## config.mk

```make
export PLATFORM = sky130hd
export DESIGN_NAME = debounced_button_square_wave_top
export DESIGN_NICKNAME = d
export VERILOG_FILES = /design/src/hw/rtl/dbsw_pkg.sv /design/src/hw/rtl/debounced_button_square_wave_top.sv /design/src/hw/rtl/dbsw_cfg.sv /design/src/hw/rtl/dbsw_debounce.sv /design/src/hw/rtl/dbsw_wave.sv /design/src/hw/rtl/dbsw_skid.sv
export VERILOG_INCLUDE_DIRS = /design/src /design/src/hw/rtl
export SDC_FILE = /design/constraint.sdc
export NUM_CORES = 1
export LEC_CHECK = 0
export BUFFER_PORTS_ARGS = -buffer_cell sky130_fd_sc_hd__buf_2
export CORE_MARGIN = 2
export CORE_UTILIZATION = 55
export CTS_CLUSTER_DIAMETER = 60
export DETAILED_ROUTE_END_ITERATION = 12
export GPL_ROUTABILITY_DRIVEN = 0
export PLACE_DENSITY = 0.86
export RECOVER_POWER = 50
export SLEW_MARGIN = 0
export SYNTH_ARGS = -nofsm -noshare
export SYNTH_HDL_FRONTEND = slang
export SYNTH_HIERARCHICAL = 1
export SYNTH_SLANG_ARGS = --single-unit
```

## constraint.sdc

```tcl
create_clock -name clk_i -period 30.2 [get_ports clk_i]
set_clock_uncertainty 0.2 [all_clocks]
set_input_delay 1.51 -clock clk_i [delete_from_list [all_inputs] [get_ports clk_i]]
set_output_delay 1.51 -clock clk_i [all_outputs]
set_load 0.05 [all_outputs]
```

## src/hw/rtl/debounced_button_square_wave_top_assert.svh

```systemverilog
// ----------------------------------------------------------------------------
// debounced button square wave - assertion macros
// Wrappers for concurrent checks, compiled out when NO_ASSERTIONS is set.
// ----------------------------------------------------------------------------
`ifndef DEBOUNCED_BUTTON_SQUARE_WAVE_TOP_ASSERT_SVH
`define DEBOUNCED_BUTTON_SQUARE_WAVE_TOP_ASSERT_SVH

`ifndef NO_ASSERTIONS
// check outside reset
`define DBSW_ASSERT(lbl, prop, msg) \
  lbl: assert property (@(posedge clk_i) disable iff (!rst_ni) (prop)) else $error(msg);
// check that also holds while reset is applied
`define DBSW_ASSERT_ANY(lbl, prop, msg) \
  lbl: assert property (@(posedge clk_i) (prop)) else $error(msg);
`else
`define DBSW_ASSERT(lbl, prop, msg)
`define DBSW_ASSERT_ANY(lbl, prop, msg)
`endif

`endif

```

## src/hw/rtl/dbsw_pkg.sv

```systemverilog
// ----------------------------------------------------------------------------
// dbsw_pkg
// Shared constants and types of the debounced button square wave block.
// ----------------------------------------------------------------------------
package dbsw_pkg;

  localparam int PERIOD_WIDTH = 16;
  localparam int PHASE_W      = PERIOD_WIDTH + 1;
  localparam int ADJ_W        = ((PERIOD_WIDTH > 16) ? PERIOD_WIDTH : 16) + 1;

  localparam int DEBOUNCE_W   = 8;
  localparam int STEP_W       = 15;
  localparam int HALF_OUT_W   = 16;
  localparam int BTN_W        = 2;

  localparam logic [DEBOUNCE_W-1:0] DEBOUNCE_RESET = DEBOUNCE_W'(12);
  localparam logic [STEP_W-1:0]     STEP_RESET     = STEP_W'(50);

  // register map
  localparam int CFG_ADDR_W = 3;
  localparam int CFG_DATA_W = 32;
  localparam logic REG_DEBOUNCE = 1'b0;
  localparam logic REG_STEP     = 1'b1;

  // packed result: wave, accepted buttons, half period, zero fill
  localparam int RES_BITS = 1 + BTN_W + HALF_OUT_W;
  localparam int OUT_W    = ((RES_BITS + 7) / 8) * 8;
  localparam int IN_W     = 8;

  typedef struct packed {
    logic [BTN_W-1:0] accepted;  // debounced pattern after this transaction
    logic             adjust;    // release seen, half period is adjusted
    logic [BTN_W-1:0] pattern;   // pattern held before the release
  } db_status_t;

endpackage

```

## src/hw/rtl/debounced_button_square_wave_top.sv

```systemverilog
// output: a result reaches the master side through the output register, or the skid entry while that is full
// throughput: one transaction per cycle while the skid entry is empty; a two-entry output buffer keeps the input
//   side open while a single result waits to be taken
// reset: asynchronous, active low; registers other than the output data return to their power-on values,
//   the debounce hold counter reloads to twelve ticks and no result is pending
// ----------------------------------------------------------------------------
// debounced_button_square_wave_top
// Debounces two buttons, adjusts the half period on release and emits a square wave.
// ----------------------------------------------------------------------------
`include "debounced_button_square_wave_top_assert.svh"

module debounced_button_square_wave_top
  import dbsw_pkg::*;
(
  input  logic                  clk_i,
  input  logic                  rst_ni,
  // apb configuration
  input  logic                  psel,
  input  logic                  penable,
  input  logic                  pwrite,
  input  logic [CFG_ADDR_W-1:0] paddr,
  input  logic [CFG_DATA_W-1:0] pwdata,
  output logic [CFG_DATA_W-1:0] prdata,
  output logic                  pready,
  // input stream
  input  logic                  s_axis_tvalid,
  output logic                  s_axis_tready,
  input  logic [IN_W-1:0]       s_axis_tdata,   // [0] button_up_n, [1] button_down_n
  // output stream
  output logic                  m_axis_tvalid,
  input  logic                  m_axis_tready,
  output logic [OUT_W-1:0]      m_axis_tdata    // [0] wave_out, [2:1] accepted_buttons,
                                                // [18:3] half_period
);

  logic                    in_acc;
  logic [BTN_W-1:0]        sample;
  logic [DEBOUNCE_W-1:0]   debounce_ticks;
  logic [STEP_W-1:0]       step_size;
  db_status_t              db_status;
  logic                    wave;
  logic [PERIOD_WIDTH-1:0] half_d, half_q;
  logic [OUT_W-1:0]        result;

  assign in_acc = s_axis_tvalid & s_axis_tready;
  // active-low levels become pressed bits
  assign sample = {~s_axis_tdata[1], ~s_axis_tdata[0]};

  dbsw_cfg u_cfg (
    .clk_i            (clk_i),
    .rst_ni           (rst_ni),
    .psel             (psel),
    .penable          (penable),
    .pwrite           (pwrite),
    .paddr            (paddr),
    .pwdata           (pwdata),
    .prdata           (prdata),
    .pready           (pready),
    .debounce_ticks_o (debounce_ticks),
    .step_size_o      (step_size)
  );

  dbsw_debounce u_debounce (
    .clk_i            (clk_i),
    .rst_ni           (rst_ni),
    .en_i             (in_acc),
    .sample_i         (sample),
    .debounce_ticks_i (debounce_ticks),
    .status_o         (db_status)
  );

  dbsw_wave u_wave (
    .clk_i       (clk_i),
    .rst_ni      (rst_ni),
    .en_i        (in_acc),
    .status_i    (db_status),
    .step_size_i (step_size),
    .wave_o      (wave),
    .half_d_o    (half_d),
    .half_q_o    (half_q)
  );

  assign result = OUT_W'({HALF_OUT_W'(half_d), db_status.accepted, wave});

  dbsw_skid u_skid (
    .clk_i       (clk_i),
    .rst_ni      (rst_ni),
    .in_valid_i  (in_acc),
    .in_data_i   (result),
    .in_ready_o  (s_axis_tready),
    .out_valid_o (m_axis_tvalid),
    .out_data_o  (m_axis_tdata),
    .out_ready_i (m_axis_tready)
  );

  // input side only closes while a result is held
  `DBSW_ASSERT(a_stall_has_result, !s_axis_tready |-> m_axis_tvalid, "input stalled with empty output")
  // half period only moves on a transaction that carries a release
  `DBSW_ASSERT(a_half_hold, !(in_acc && db_status.adjust) |=> $stable(half_q), "half period changed without release")
  // after a transaction the output is always valid on the next cycle
  `DBSW_ASSERT(a_result_follows, in_acc |=> m_axis_tvalid, "accepted transaction produced no result")

endmodule

```

## src/hw/rtl/dbsw_cfg.sv

```systemverilog
// ----------------------------------------------------------------------------
// dbsw_cfg
// APB register file: debounce tick count and half period step size.
// ----------------------------------------------------------------------------
module dbsw_cfg
  import dbsw_pkg::*;
(
  input  logic                  clk_i,
  input  logic                  rst_ni,
  input  logic                  psel,
  input  logic                  penable,
  input  logic                  pwrite,
  input  logic [CFG_ADDR_W-1:0] paddr,
  input  logic [CFG_DATA_W-1:0] pwdata,
  output logic [CFG_DATA_W-1:0] prdata,
  output logic                  pready,
  output logic [DEBOUNCE_W-1:0] debounce_ticks_o,
  output logic [STEP_W-1:0]     step_size_o
);

  logic [DEBOUNCE_W-1:0] debounce_ticks_q;
  logic [STEP_W-1:0]     step_size_q;
  logic                  wr_en;
  logic                  reg_sel;

  assign pready  = 1'b1;
  assign reg_sel = paddr[2];
  assign wr_en   = psel & penable & pwrite;

  always_ff @(posedge clk_i or negedge rst_ni) begin
    if (!rst_ni) begin
      debounce_ticks_q <= DEBOUNCE_RESET;
      step_size_q      <= STEP_RESET;
    end else if (wr_en) begin
      if (reg_sel == REG_DEBOUNCE) begin
        debounce_ticks_q <= pwdata[DEBOUNCE_W-1:0];
      end else begin
        step_size_q <= pwdata[STEP_W-1:0];
      end
    end
  end

  always_comb begin
    if (reg_sel == REG_DEBOUNCE) begin
      prdata = CFG_DATA_W'(debounce_ticks_q);
    end else begin
      prdata = CFG_DATA_W'(step_size_q);
    end
  end

  assign debounce_ticks_o = debounce_ticks_q;
  assign step_size_o      = step_size_q;

endmodule

```

## src/hw/rtl/dbsw_debounce.sv

```systemverilog
// ----------------------------------------------------------------------------
// dbsw_debounce
// Two-bit debouncer with saturating hold counter and release detection.
// ----------------------------------------------------------------------------
module dbsw_debounce
  import dbsw_pkg::*;
(
  input  logic                  clk_i,
  input  logic                  rst_ni,
  input  logic                  en_i,
  input  logic [BTN_W-1:0]      sample_i,
  input  logic [DEBOUNCE_W-1:0] debounce_ticks_i,
  output db_status_t            status_o
);

  logic [BTN_W-1:0]      last_q, last_d;
  logic [DEBOUNCE_W-1:0] stable_q, stable_d;
  logic [BTN_W-1:0]      acc_q, acc_d;
  logic [BTN_W-1:0]      prev_q;

  always_comb begin
    last_d   = last_q;
    stable_d = stable_q;
    if (sample_i == last_q) begin
      if (stable_q != '0) begin
        stable_d = stable_q - DEBOUNCE_W'(1);
      end
    end else begin
      last_d   = sample_i;
      stable_d = debounce_ticks_i;
    end
    acc_d = (stable_d == '0) ? sample_i : acc_q;
  end

  always_ff @(posedge clk_i or negedge rst_ni) begin
    if (!rst_ni) begin
      last_q   <= '0;
      stable_q <= DEBOUNCE_RESET;
      acc_q    <= '0;
      prev_q   <= '0;
    end else if (en_i) begin
      last_q   <= last_d;
      stable_q <= stable_d;
      acc_q    <= acc_d;
      prev_q   <= acc_d;
    end
  end

  assign status_o.accepted = acc_d;
  assign status_o.adjust   = (acc_d == '0) && (prev_q != '0);
  assign status_o.pattern  = prev_q;

endmodule

```

## src/hw/rtl/dbsw_wave.sv

```systemverilog
// ----------------------------------------------------------------------------
// dbsw_wave
// Half period adjustment on release and phase counter square wave.
// ----------------------------------------------------------------------------
module dbsw_wave
  import dbsw_pkg::*;
(
  input  logic                    clk_i,
  input  logic                    rst_ni,
  input  logic                    en_i,
  input  db_status_t              status_i,
  input  logic [STEP_W-1:0]       step_size_i,
  output logic                    wave_o,
  output logic [PERIOD_WIDTH-1:0] half_d_o,
  output logic [PERIOD_WIDTH-1:0] half_q_o
);

  localparam logic [ADJ_W-1:0] HALF_MAX = ADJ_W'({PERIOD_WIDTH{1'b1}});

  logic [PERIOD_WIDTH-1:0] half_q, half_d;
  logic [PHASE_W-1:0]      phase_q, phase_d;
  logic [ADJ_W-1:0]        half_w, step_w, two_step;
  logic [ADJ_W-1:0]        dec_base, dec, dec_sat, after_dec, inc, inc_sat, after_inc;
  logic [PHASE_W-1:0]      half_p, two_half;
  logic                    below_half, below_two;
  logic [PHASE_W-1:0]      phase_base;

  always_comb begin
    half_w   = ADJ_W'(half_q);
    step_w   = ADJ_W'(step_size_i);
    two_step = ADJ_W'({step_size_i, 1'b0});

    // decrease: lift to twice the step first so the result stays at least step
    dec_base  = (half_w < two_step) ? two_step : half_w;
    dec       = dec_base - step_w;
    dec_sat   = (dec > HALF_MAX) ? HALF_MAX : dec;
    after_dec = status_i.pattern[1] ? dec_sat : half_w;

    inc       = after_dec + step_w;
    inc_sat   = (inc > HALF_MAX) ? HALF_MAX : inc;
    after_inc = status_i.pattern[0] ? inc_sat : after_dec;

    half_d = status_i.adjust ? PERIOD_WIDTH'(after_inc) : half_q;

    half_p     = PHASE_W'(half_d);
    two_half   = {half_d, 1'b0};
    below_half = phase_q < half_p;
    below_two  = phase_q < two_half;
    wave_o     = below_half | ~below_two;
    phase_base = (below_half | below_two) ? phase_q : '0;
    phase_d    = phase_base + PHASE_W'(1);
  end

  always_ff @(posedge clk_i or negedge rst_ni) begin
    if (!rst_ni) begin
      half_q  <= '0;
      phase_q <= '0;
    end else if (en_i) begin
      half_q  <= half_d;
      phase_q <= phase_d;
    end
  end

  assign half_d_o = half_d;
  assign half_q_o = half_q;

endmodule

```

## src/hw/rtl/dbsw_skid.sv

```systemverilog
// ----------------------------------------------------------------------------
// dbsw_skid
// Output register with a skid entry so the input side ready is registered.
// ----------------------------------------------------------------------------
module dbsw_skid
  import dbsw_pkg::*;
(
  input  logic             clk_i,
  input  logic             rst_ni,
  input  logic             in_valid_i,
  input  logic [OUT_W-1:0] in_data_i,
  output logic             in_ready_o,
  output logic             out_valid_o,
  output logic [OUT_W-1:0] out_data_o,
  input  logic             out_ready_i
);

  logic             out_valid_q, skid_valid_q;
  logic [OUT_W-1:0] out_data_q, skid_data_q;
  logic             out_free;

  assign in_ready_o = ~skid_valid_q;
  assign out_free   = ~out_valid_q | out_ready_i;

  always_ff @(posedge clk_i or negedge rst_ni) begin
    if (!rst_ni) begin
      out_valid_q  <= 1'b0;
      skid_valid_q <= 1'b0;
    end else if (out_free) begin
      if (skid_valid_q) begin
        out_valid_q  <= 1'b1;
        skid_valid_q <= 1'b0;
      end else begin
        out_valid_q <= in_valid_i;
      end
    end else if (in_valid_i && !skid_valid_q) begin
      skid_valid_q <= 1'b1;
    end
  end

  always_ff @(posedge clk_i) begin
    if (out_free) begin
      out_data_q <= skid_valid_q ? skid_data_q : in_data_i;
    end
    if (!out_free && !skid_valid_q) begin
      skid_data_q <= in_data_i;
    end
  end

  assign out_valid_o = out_valid_q;
  assign out_data_o  = out_data_q;

endmodule

```

**After elaboration in Yosys (flattened, before gate mapping)**

Cells that the tools add are included.
Widths: inputs -> output; s select.

- Flip-flop bits (word level): 108
- Bits of input ports: 50
- Output and inout port bits: 59
- Word-level logic and storage cells: 62

- $add $sub $neg: 4
- Magnitude comparators: 5
- Equal/unequal tests: 1
- Multiplexer cells: 15
- Bitwise logic cells: 13
- Reductions and logical operators: 13

Operator list:

| kind | number |
|---|---|
| $mux 16 | 4 |
| $mux 17 | 3 |
| $gt 17x16->1 const B | 2 |
| $mux 19 | 1 |
| $add 17x1->17 const B | 1 |
| $add 17x15->17 | 1 |
| $lt 17x16->1 | 1 |
| $lt 17x17->1 | 1 |
| $sub 17x15->17 | 1 |
| $lt 16x16->1 | 1 |
| $mux 8 | 2 |
| $mux 15 | 1 |
| $logic_not 8->1 | 1 |
| $reduce_bool 8->1 | 1 |
| $sub 8x1->8 const B | 1 |
| $not 1->1 | 7 |
| $reduce_and 2->1 | 3 |
| $reduce_bool 2->1 | 2 |
| $and 1x1->1 | 3 |
| $logic_and 1x1->1 | 3 |
| $mux 1 | 3 |
| $or 1x1->1 | 3 |
| $eq 2x2->1 | 1 |
| $logic_not 1->1 | 2 |
| 2 further kinds | 2 |

**Longest topological paths before layout**

- Depth in word-level cells: 15
- Gate-level depth with buffers: 52

**By module**

The synthesis kept the hierarchy.

By module, submodules not included:

| module | times used | cells an instance | area an instance (um2) | sequential area each (um2) |
|---|---|---|---|---|
| dbsw_wave | 1 | 607 | 4954.8 | 825.8 |
| dbsw_skid | 1 | 83 | 1896.8 | 1491.4 |
| dbsw_cfg | 1 | 86 | 1223.7 | 581.8 |
| dbsw_debounce | 1 | 98 | 882.1 | 302.8 |
| debounced_button_square_wave_top | 1 | 4 | 17.5 | 0.0 |

**Worst setup path before layout**

OpenSTA, ideal clock, no wires.

- Path kind: register -> register
- Start point: register u_cfg.step_size_q[1], in the netlist u_cfg/step_size_o[1]
- End point: register u_wave.phase_q[16]
- Library setup time: 0.137 ns
- Arrival time: 10.020 ns
- Slack: 19.843 ns
- Stages on the path, launching flop included: 53
- Buffers on the path: 2
- Cells stage by stage: dfstp_2 > inv_1 > ha_1 > nand2_1 > o21ai_0 > a311o_1 > and3_1 > nor2_1 > clkbuf_1 > mux2_2 > ha_1 > nor2b_4 > o31a_1 > o31a_1 > a211o_1 > o21a_1 > o21a_1 > clkbuf_1 > [17 not listed] > a21oi_1 > nor2b_1 > o21ai_0 > a221o_1 > nand2_1 > a2111o_1 > o22ai_2 > or2_1 > and2_1 > ha_1 > nand2_1 > nor3_1 > and3_1 > nand3_1 > inv_1 > nand3_1 > o211ai_1 > o311ai_1

- Cells in the longest elaborated chain, start to end: 15
- Elaborated cells on any way between the ends: 16
- Classes of those cells: 3 x add/sub; 5 x order compare; 7 x mux; 1 x bitwise

RTL lines:

| what | RTL line | source |
|---|---|---|
| from (decl) | dbsw_cfg.sv:22 | `logic [STEP_W-1:0] step_size_q;` |
| from (signal assigned) | dbsw_cfg.sv:38 | `step_size_q <= pwdata[STEP_W-1:0];` |
| $lt 16x16->1 | dbsw_wave.sv:34 | `dec_base = (half_w < two_step) ? two_step : half_w;` |
| $mux 16 | dbsw_wave.sv:34 |  |
| $sub 17x15->17 | dbsw_wave.sv:35 | `dec = dec_base - step_w;` |
| $gt 17x16->1 | dbsw_wave.sv:36 | `dec_sat = (dec > HALF_MAX) ? HALF_MAX : dec;` |
| $mux 17 | dbsw_wave.sv:36 |  |
| $mux 17 | dbsw_wave.sv:37 | `after_dec = status_i.pattern[1] ? dec_sat : half_w;` |
| $add 17x15->17 | dbsw_wave.sv:39 | `inc = after_dec + step_w;` |
| $gt 17x16->1 | dbsw_wave.sv:40 | `inc_sat = (inc > HALF_MAX) ? HALF_MAX : inc;` |
| $mux 16 | dbsw_wave.sv:40 |  |
| $mux 16 * | dbsw_wave.sv:41 | `after_inc = status_i.pattern[0] ? inc_sat : after_dec;` |
| $mux 16 * | dbsw_wave.sv:43 | `half_d = status_i.adjust ? PERIOD_WIDTH'(after_inc) : half_q;` |
| named net half_d[2] | debounced_button_square_wave_top.sv:42 | `logic [PERIOD_WIDTH-1:0] half_d, half_q;` |
| $lt 17x16->1 or $lt 17x17->1 (tied branches) | dbsw_wave.sv:47, dbsw_wave.sv:48 |  |
| $or 1x1->1 * | dbsw_wave.sv:50 | `phase_base = (below_half \| below_two) ? phase_q : '0;` |
| $mux 17 * | dbsw_wave.sv:50 |  |
| $add 17x1->17 * | dbsw_wave.sv:51 | `phase_d = phase_base + PHASE_W'(1);` |
| to (signal assigned) | dbsw_wave.sv:60 | `phase_q <= phase_d;` |
| to (decl) | dbsw_wave.sv:21 | `logic [PHASE_W-1:0] phase_q, phase_d;` |

Mark *: on every way through the listed nets, which the timed path passes. The rest lies on a longest branch.
A chain may end at the register's enable or synchronous reset.

**Final worst setup path**

- Start point: register u_cfg.step_size_q[5], in the netlist u_cfg/step_size_o[5]
- End point: register u_wave.phase_q[16]

Same word-level chain as after synthesis.

==> reports/results.ini <==
[logic_synthesis]
yosysWarnings=6
synth_common_cells=mux2_2, ha_1, dfrtp_1
synth-edff-count=48
avgSynthCellArea_um2=10.2
syn_inst=878
ys_ff_latch=118
synth.most_common_cell=mux2_2
synth_area_leader_cell=dfrtp_1
netlist.area_leader.share_pct=17.6
synth_cell_type_count=80
synth_area_mm2=0.00897
ys.flop_type=dfrtp_1
async_flop_share_pct=59.3
ys_seq_area_share_pct=35.7
synth_area_leaders=dfrtp_1, edfxtp_1, ha_1

[sta]
min_period_ps=12230
max-slew-margin-rel_pct=-165
finalSetupViolations=0
layout_setup_ws_ps=17970
rsz0062_at_grt=no
slew_violations=147
finalHoldViolCount=0
tightest_slew_ps=3980
period_share_pct=40.5
fmax_mhz=81.8
tns_ps=0

[detailed_routing]
drc=0
wl_mm=20.9
drt_first_pass_iters=5
routedWlPerCell_um=17.7
routed-via-count=7101
via_per_inst=6.02
drtIter0Drc=638
ant_nets=0

[worst_setup_path]
cp-start-kind=flip-flop
critPathRequiredTime_ps=30290
crit_arrival_ps=12320
cp_top_family=compound AO/OA/AOI/OAI gates
slowest_stage=dfstp_2
crit_path_frequent_cell=ha_1
critPathKind=flip-flop to flip-flop
cp-end-kind=flip-flop
path_buf_inv=6
cp_max_fo=16
slowest_delay_ps=580

[run_status]
outcome=finished, violations left
violations=capacitance limit, slew limit

[cells_and_area]
synthToLayoutAreaGrowth_pct=11.3
layout-drive-gt1-share_pct=21.4
nNetsFinal=1080
num_antenna_cells=0

[die]
chipWidth_um=132
start_util_pct=56.3
rows=46
ioPinCount=109
coreArea_mm2=0.0159
die_y_um=132
dieArea_mm2=0.0174

[global_route]
grt_use_total_pct=24.2
grt_max_degree=71
grt-ovfl-total=0
antenna_found_initial=0
grt_pass1_wl_mm=33.5
grt_pass1_vias=6704

[clocking]
cts_hold_buf=0
cts_buffer_depth=2
cts_tree=yes
htree_levels=4
clock_latency_ps=430
post_cts_buffers=0
cts_buffers=17
clk_pin_slew_ps=60
cts_root_buffer=clkbuf_16
cts.sinks=118
post_cts_resize_count=0

[pwr]
power_leakage_nw=4.50
powerDensity_mw_per_mm2=103
max-vdd-ir-drop_mv=0.0672

[placed_design]
place_ws_ps=18310
dp_hpwl_mm=14.9
numPortBuffers=65

[min_path]
hold_class=flip-flop to flip-flop

[flow_run]
cap_violations=3

[cells by family after synthesis]
kind of cell,share of synthesized area [%]
AOI/OAI and AO/OA,16.3
xor gates and xnor gates,2.54
and+or+nand+nor,12.9
buffers and inverters,5.38
DFF,35.7
adders and majority gates,11.3
other,0.125
muxes,15.8
[layout by cell type, fill, tap and decap left out, types with 11 or more instances in the layout]
cell type	count
xnor2_1	17
o21a_1	11
nand3_1	18
inv_1	53
ha_1	78
nor2_1	58
and3_1	11
edfxtp_1	48
clkbuf_1	15
mux2i_1	11
a21o_1	25
o21ai_0	43
conb_1	28
and2_1	13
a21oi_1	55
buf_2	53
nand2_1	40
mux2_4	18
o22ai_1	11
dfrtp_1	63
clkbuf_16	17
mux2_2	80
nand2b_1	15
[per-stage QoR]
| stage | cells | cell area [um^2] | power [mW] | utilization [%] | hold WS [ps] |
|---|---|---|---|---|---|
| global route | 1179 | 9990 | 1.09 | 62.6 | 352 |
| global placement | 1147 | 9440 | 0.773 | 59.2 | 307 |
| detailed placement | 1147 | 9440 | 0.792 | 59.2 | 311 |
| floorplan | 903 | 9070 | 0.680 | - | 289 |
| finish | 1179 | 9990 | 1.03 | 62.6 | 320 |
| CTS | 1179 | 10100 | 1.02 | 63.2 | 323 |
[sequential cells by signal, summed over array words and instances, names as in the netlist]
| register | flops |
|---|---|
| u_skid/skid_valid_q | 1 |
| u_skid/skid_data_q | 24 |
| u_wave/half_q_o | 16 |
| u_debounce/stable_q | 8 |
| u_cfg/step_size_o | 15 |
| u_debounce/prev_q | 2 |
| u_debounce/last_q | 2 |
| u_skid/out_data_o | 24 |
| u_cfg/debounce_ticks_o | 8 |
| u_wave/phase_q | 17 |
| u_skid/out_valid_o | 1 |
[final cells by class]
type,instances,area (um^2)
Multi-Input combinational cell,688,5330
Inverter,54,203
Clock buffer,17,425
Fill cell,1255,5960
Timing Repair Buffer,71,344
Tap cell,216,270
Clock inverter,15,214
Sequential cell,118,3200
[worst register-to-register path, delay by kind of cell (launching register included)]
kind / cells / cell delay (ps)
multiplexers: 2 / 640
AND/OR/NAND/NOR: 13 / 2230
AO/OA/AOI/OAI: 24 / 5810
flip-flops: 1 / 580
buffers and inverters: 6 / 870
adder cells (fa/ha/maj): 6 / 1750
[where the power goes]
group	switching (mW)	internal [mW]	total [mW]
logic	0.327	0.220	0.546
registers	0.0483	0.212	0.260
clock network	0.0803	0.140	0.220
[routing by layer]
metal	global-route usage, %	wire length, um	up-vias
met5	0	0	-
met4	8.64	448	0
met3	4.73	1350	45
met2	40.2	9920	298
met1	31.7	9160	3391
li1	-	-	3367
[path summary, 6_finish.rpt]
path / from / end / slack [ps] / cells after the start
max in group asynchronous: rst_ni / u_wave/half_q_o[12]$_DFFE_PN0P_ / 25300 / 1
worst max register to register: u_cfg/step_size_o[5]$_DFFE_PN1P_ / u_wave/phase_q[16]$_DFFE_PN0P_ / 17970 / 51
worst min register to register: u_cfg/debounce_ticks_o[1]$_DFFE_PN0P_ / u_cfg/debounce_ticks_o[1]$_DFFE_PN0P_ / 320 / 1
min in group asynchronous: rst_ni / u_debounce/stable_q[1]$_DFFE_PN0P_ / 2270 / 1
worst max-delay path: u_cfg/step_size_o[5]$_DFFE_PN1P_ / u_wave/phase_q[16]$_DFFE_PN0P_ / 17970 / 51
worst min-delay path: u_cfg/debounce_ticks_o[1]$_DFFE_PN0P_ / u_cfg/debounce_ticks_o[1]$_DFFE_PN0P_ / 320 / 1
Note: power is estimated with default switching activity, not from simulation.
